File: config.mk
export PLATFORM = sky130hd
export DESIGN_NAME = plm_cell
export DESIGN_NICKNAME = d
export VERILOG_FILES = /design/src/rtl/plm_pkg.sv /design/src/rtl/plm_cell.sv
export SDC_FILE = /design/constraint.sdc
export NUM_CORES = 1
export LEC_CHECK = 0
export BUFFER_PORTS_ARGS = -buffer_cell sky130_fd_sc_hd__buf_2
export CORE_MARGIN = 2
export CORE_UTILIZATION = 42
export CTS_BUF_LIST = sky130_fd_sc_hd__clkbuf_2
export DETAILED_ROUTE_END_ITERATION = 8
export PLACE_DENSITY = 0.81
export SLEW_MARGIN = 10
export SYNTH_ARGS = -nofsm -noshare
export SYNTH_HDL_FRONTEND = slang
export SYNTH_SLANG_ARGS = --single-unit
File: constraint.sdc
create_clock -name clock -period 4.1 [get_ports clock]
set_input_delay 0.41 -clock clock [delete_from_list [all_inputs] [get_ports clock]]
set_output_delay 0.41 -clock clock [all_outputs]
set_load 0.05 [all_outputs]
File: src/rtl/plm_pkg.sv
package plm_pkg;

   // List geometry
   localparam int CAPACITY = 64;
   localparam int IDX_W    = (CAPACITY > 1) ? $clog2(CAPACITY) : 1;
   localparam int CNT_W    = $clog2(CAPACITY + 1);
   localparam int POS_W    = 8;
   localparam int CMP_W    = ((CNT_W > POS_W) ? CNT_W : POS_W) + 1;
   localparam int LEN_W    = 7;
   localparam int DATA_W   = 32;
   localparam int OP_W     = 3;
   localparam int STAT_W   = 3;

   // Operation codes
   localparam logic [OP_W-1:0] OP_INS_HEAD = 3'd0;
   localparam logic [OP_W-1:0] OP_INS_TAIL = 3'd1;
   localparam logic [OP_W-1:0] OP_INS_POS  = 3'd2;
   localparam logic [OP_W-1:0] OP_DEL_HEAD = 3'd3;
   localparam logic [OP_W-1:0] OP_DEL_TAIL = 3'd4;
   localparam logic [OP_W-1:0] OP_DEL_POS  = 3'd5;
   localparam logic [OP_W-1:0] OP_SEARCH   = 3'd6;

   // Status codes
   localparam logic [STAT_W-1:0] ST_OK     = 3'd0;
   localparam logic [STAT_W-1:0] ST_EMPTY  = 3'd1;
   localparam logic [STAT_W-1:0] ST_BADPOS = 3'd2;
   localparam logic [STAT_W-1:0] ST_RANGE  = 3'd3;
   localparam logic [STAT_W-1:0] ST_FULL   = 3'd4;
   localparam logic [STAT_W-1:0] ST_MISS   = 3'd5;

   // Command broadcast to every cell of the chain
   typedef struct packed {
      logic                     ins;
      logic                     del;
      logic [IDX_W-1:0]         idx;
      logic [CNT_W-1:0]         cnt;
      logic signed [DATA_W-1:0] data;
   } cell_cmd_type;

   // Sequencer states
   typedef enum logic [1:0] {
      S_IDLE = 2'b01,
      S_EXEC = 2'b10
   } state_type;

endpackage

File: src/rtl/plm_cell.sv
module plm_cell (
   input  logic                             clock,
   input  plm_pkg::cell_cmd_type            cmd,
   input  logic [plm_pkg::IDX_W-1:0]        cell_index,
   input  logic signed [plm_pkg::DATA_W-1:0] left_value,
   input  logic signed [plm_pkg::DATA_W-1:0] right_value,
   output logic signed [plm_pkg::DATA_W-1:0] value_out,
   output logic                             match,
   output logic signed [plm_pkg::DATA_W-1:0] pick
);
   import plm_pkg::*;

   logic signed [DATA_W-1:0] value_ff;
   logic signed [DATA_W-1:0] value_in;
   logic                     live;
   logic                     at_idx;
   logic                     past_idx;

   assign live     = CNT_W'(cell_index) < cmd.cnt;
   assign at_idx   = cell_index == cmd.idx;
   assign past_idx = cell_index > cmd.idx;

   // Shift toward the tail on insert, toward the head on delete
   always_comb begin
      value_in = value_ff;
      if (cmd.ins) begin
         if (at_idx) begin
            value_in = cmd.data;
         end else if (past_idx) begin
            value_in = left_value;
         end
      end else if (cmd.del) begin
         if (at_idx || past_idx) begin
            value_in = right_value;
         end
      end
   end

   always_ff @(posedge clock) begin
      value_ff <= value_in;
   end

   assign value_out = value_ff;
   assign match     = live && (value_ff == cmd.data);
   assign pick      = at_idx ? value_ff : '0;

endmodule

==> metrics.txt <==
outcome completed; RSZ-0062 raised after global routing no; EDFF count, synth 32; total CTS buffers 5; synthesized area 2520 sq um; Clock transition at path regs 0.16 ns; Hold Crit Class input pin to flip-flop; drt pass-1 iters 4; Hold Path Origin right_value[19]; routed wire length 7190 um; number of core rows 28; Port Buffers 182; cts repair resizes 0; gr ovfl total 0; CTS root buf clkbuf_2; die width 81.5 um; Hold Slack 0.362 ns; arrival time of the worst setup path 2.34 ns; static leakage 1.73 nW; final setup fails 0; Final #Nets 563; Internal 0.602 mW; top cell type's share of synthesized area 0.381; routed len/inst 14.1 um; Via density 4.80; Logic pwr share 0.418; initial antenna violation count 0; Synth area leaders edfxtp_1 38%, mux2i_1 13%, xor2_1 11%; Final WS setup 1.35 ns; Post-Place Setup Slack 1.34 ns; Seq pwr share 0.438; Worst-Margin Slew 1.04 ns; postcts setup bufs 0; commonest non-fill, non-tap cell in the layout buf_2; YS warnings 0; final estimated routing congestion in global placement 0.744; vias in the first global route 2134; Max clock buf depth 2; initial core utilization 0.431; Synth area leader edfxtp_1; setup TNS 0 ns; final number of hold-violating endpoints 0; Tcrit/Tclk final 0.671; TritonCTS clock tree yes; DIE HEIGHT 81.5 um; Layout fillers 550; synth unique cells 22; CP Max Fanout 64; Clock power frac 0.144; Worst EP required 3.69 ns; Post-Synthesis Cells 257; crit path from cell_index[5]; Syn-to-layout area delta 38.3%; VDD IR max 0.196 mV; post-route total power 1.05 mW; NetSw 0.453 mW; max_cap viols 0; Synth Net Count 386; Tmin final 2.75 ns; Mean Syn Cell Area 9.81 sq um; pwr dens 303 nW/um^2; critical path class input pin to output pin; max frequency 363 MHz; Synth async-reset ratio 0; pin count of the biggest net entering global routing 66; Post-CTS Hold Fix Bufs 0; H-tree Lvls 2; Slew Limit Fails 0; Clock Sinks 32; DR iter-0 viols 97; vias 2449; full die area 6640 sq um; hold depth 3; Final HPWL DP 5770 um; Yosys reg bits 32; Routed Antenna Nets 0; Largest register FFs 32; # diodes 0; Switching Share 0.429; Seq/Total Area, Yosys 0.381; Post-route DRC 0; Synth Flop Type edfxtp_1; share of cells above drive strength 1 0.444; most frequent cells in the layout 182 x buf_2, 36 x a21oi_1, 35 x nor2_1; Crit. End Element output pin; DP Cell Count 502; post-route insts no fill 510; Ports 183; Core ar. 5850 sq um; GRT Util Overall 0.206; global-route wire length before repair 10100 um; worst rel slew slack 0.304; Worst Setup Start Kind input pin
==> cells in the mapped netlist, types with 2 or more instances <==
| cell type | instances |
|---|---|
| edfxtp_1 | 32 |
| buf_12 | 3 |
| nand4_1 | 2 |
| a21o_1 | 2 |
| inv_1 | 11 |
| and2_1 | 32 |
| nor4_1 | 8 |
| ha_1 | 11 |
| nand2b_1 | 2 |
| xor2_1 | 32 |
| nor2_1 | 35 |
| clkbuf_1 | 10 |
| a21oi_1 | 37 |
| mux2i_1 | 32 |
==> stage by stage <==
stage,utilization,cell area [sq um]
global route,0.596,3490
finish,0.596,3490
detailed placement,0.589,3450
global placement,0.589,3450
floorplan,-,2520
CTS,0.596,3490
==> worst max-delay path, stage by stage <==
cell and delay [ns]:
buf_2 0.13, ha_1 0.34, nand4_4 0.15, nor2_8 0.79, and2_1 0.24, buf_2 0.26
==> path summary, 6_finish.rpt <==
| path | to | slack (ns) |
|---|---|---|
| worst max-delay path | pick[11] | 1.35 |
| worst min-delay path | value_out[19] | 0.36 |
==> cell families (layout without fill, tap and decap cells) <==
kind of cell	after synthesis	in the layout	share of synthesized area
AO/OA/AOI/OAI	41	41	0.0839
XOR/XNOR	32	32	0.111
adder cells (fa/ha/maj)	11	11	0.0546
buffers and inverters	24	202	0.0551
flip-flops	32	32	0.381
multiplexers	32	32	0.127
AND/OR/NAND/NOR	85	85	0.187
==> final cells by class <==
cell class | count | area (sq um) | share of cell area
well taps | 75 | 93.8 | 0.0269
repair buffers | 183 | 918 | 0.263
multi-input cells | 201 | 1430 | 0.411
inverters | 11 | 41.3 | 0.0118
clock buffers | 7 | 35.0 | 0.0101
flip-flops and latches | 32 | 961 | 0.276
clock inverters | 1 | 3.75 | 0.00108
==> metal layers <==
metal | global-route usage | wire length (um)
met1 | 0.222 | 2750
met2 | 0.395 | 3730
met3 | 0.0505 | 622
met4 | 0.0559 | 84
met5 | 0 | 0
==> power groups by stage <==
stage	clock network [mW]	registers [mW]	logic (mW)
after floorplan	0	0.627	0.135
after global placement	0	0.467	0.437
after detailed placement	0	0.471	0.443
after CTS	0.156	0.463	0.445
after global routing	0.170	0.469	0.471
final	0.152	0.462	0.441
Power figures use the tool's default switching activity.
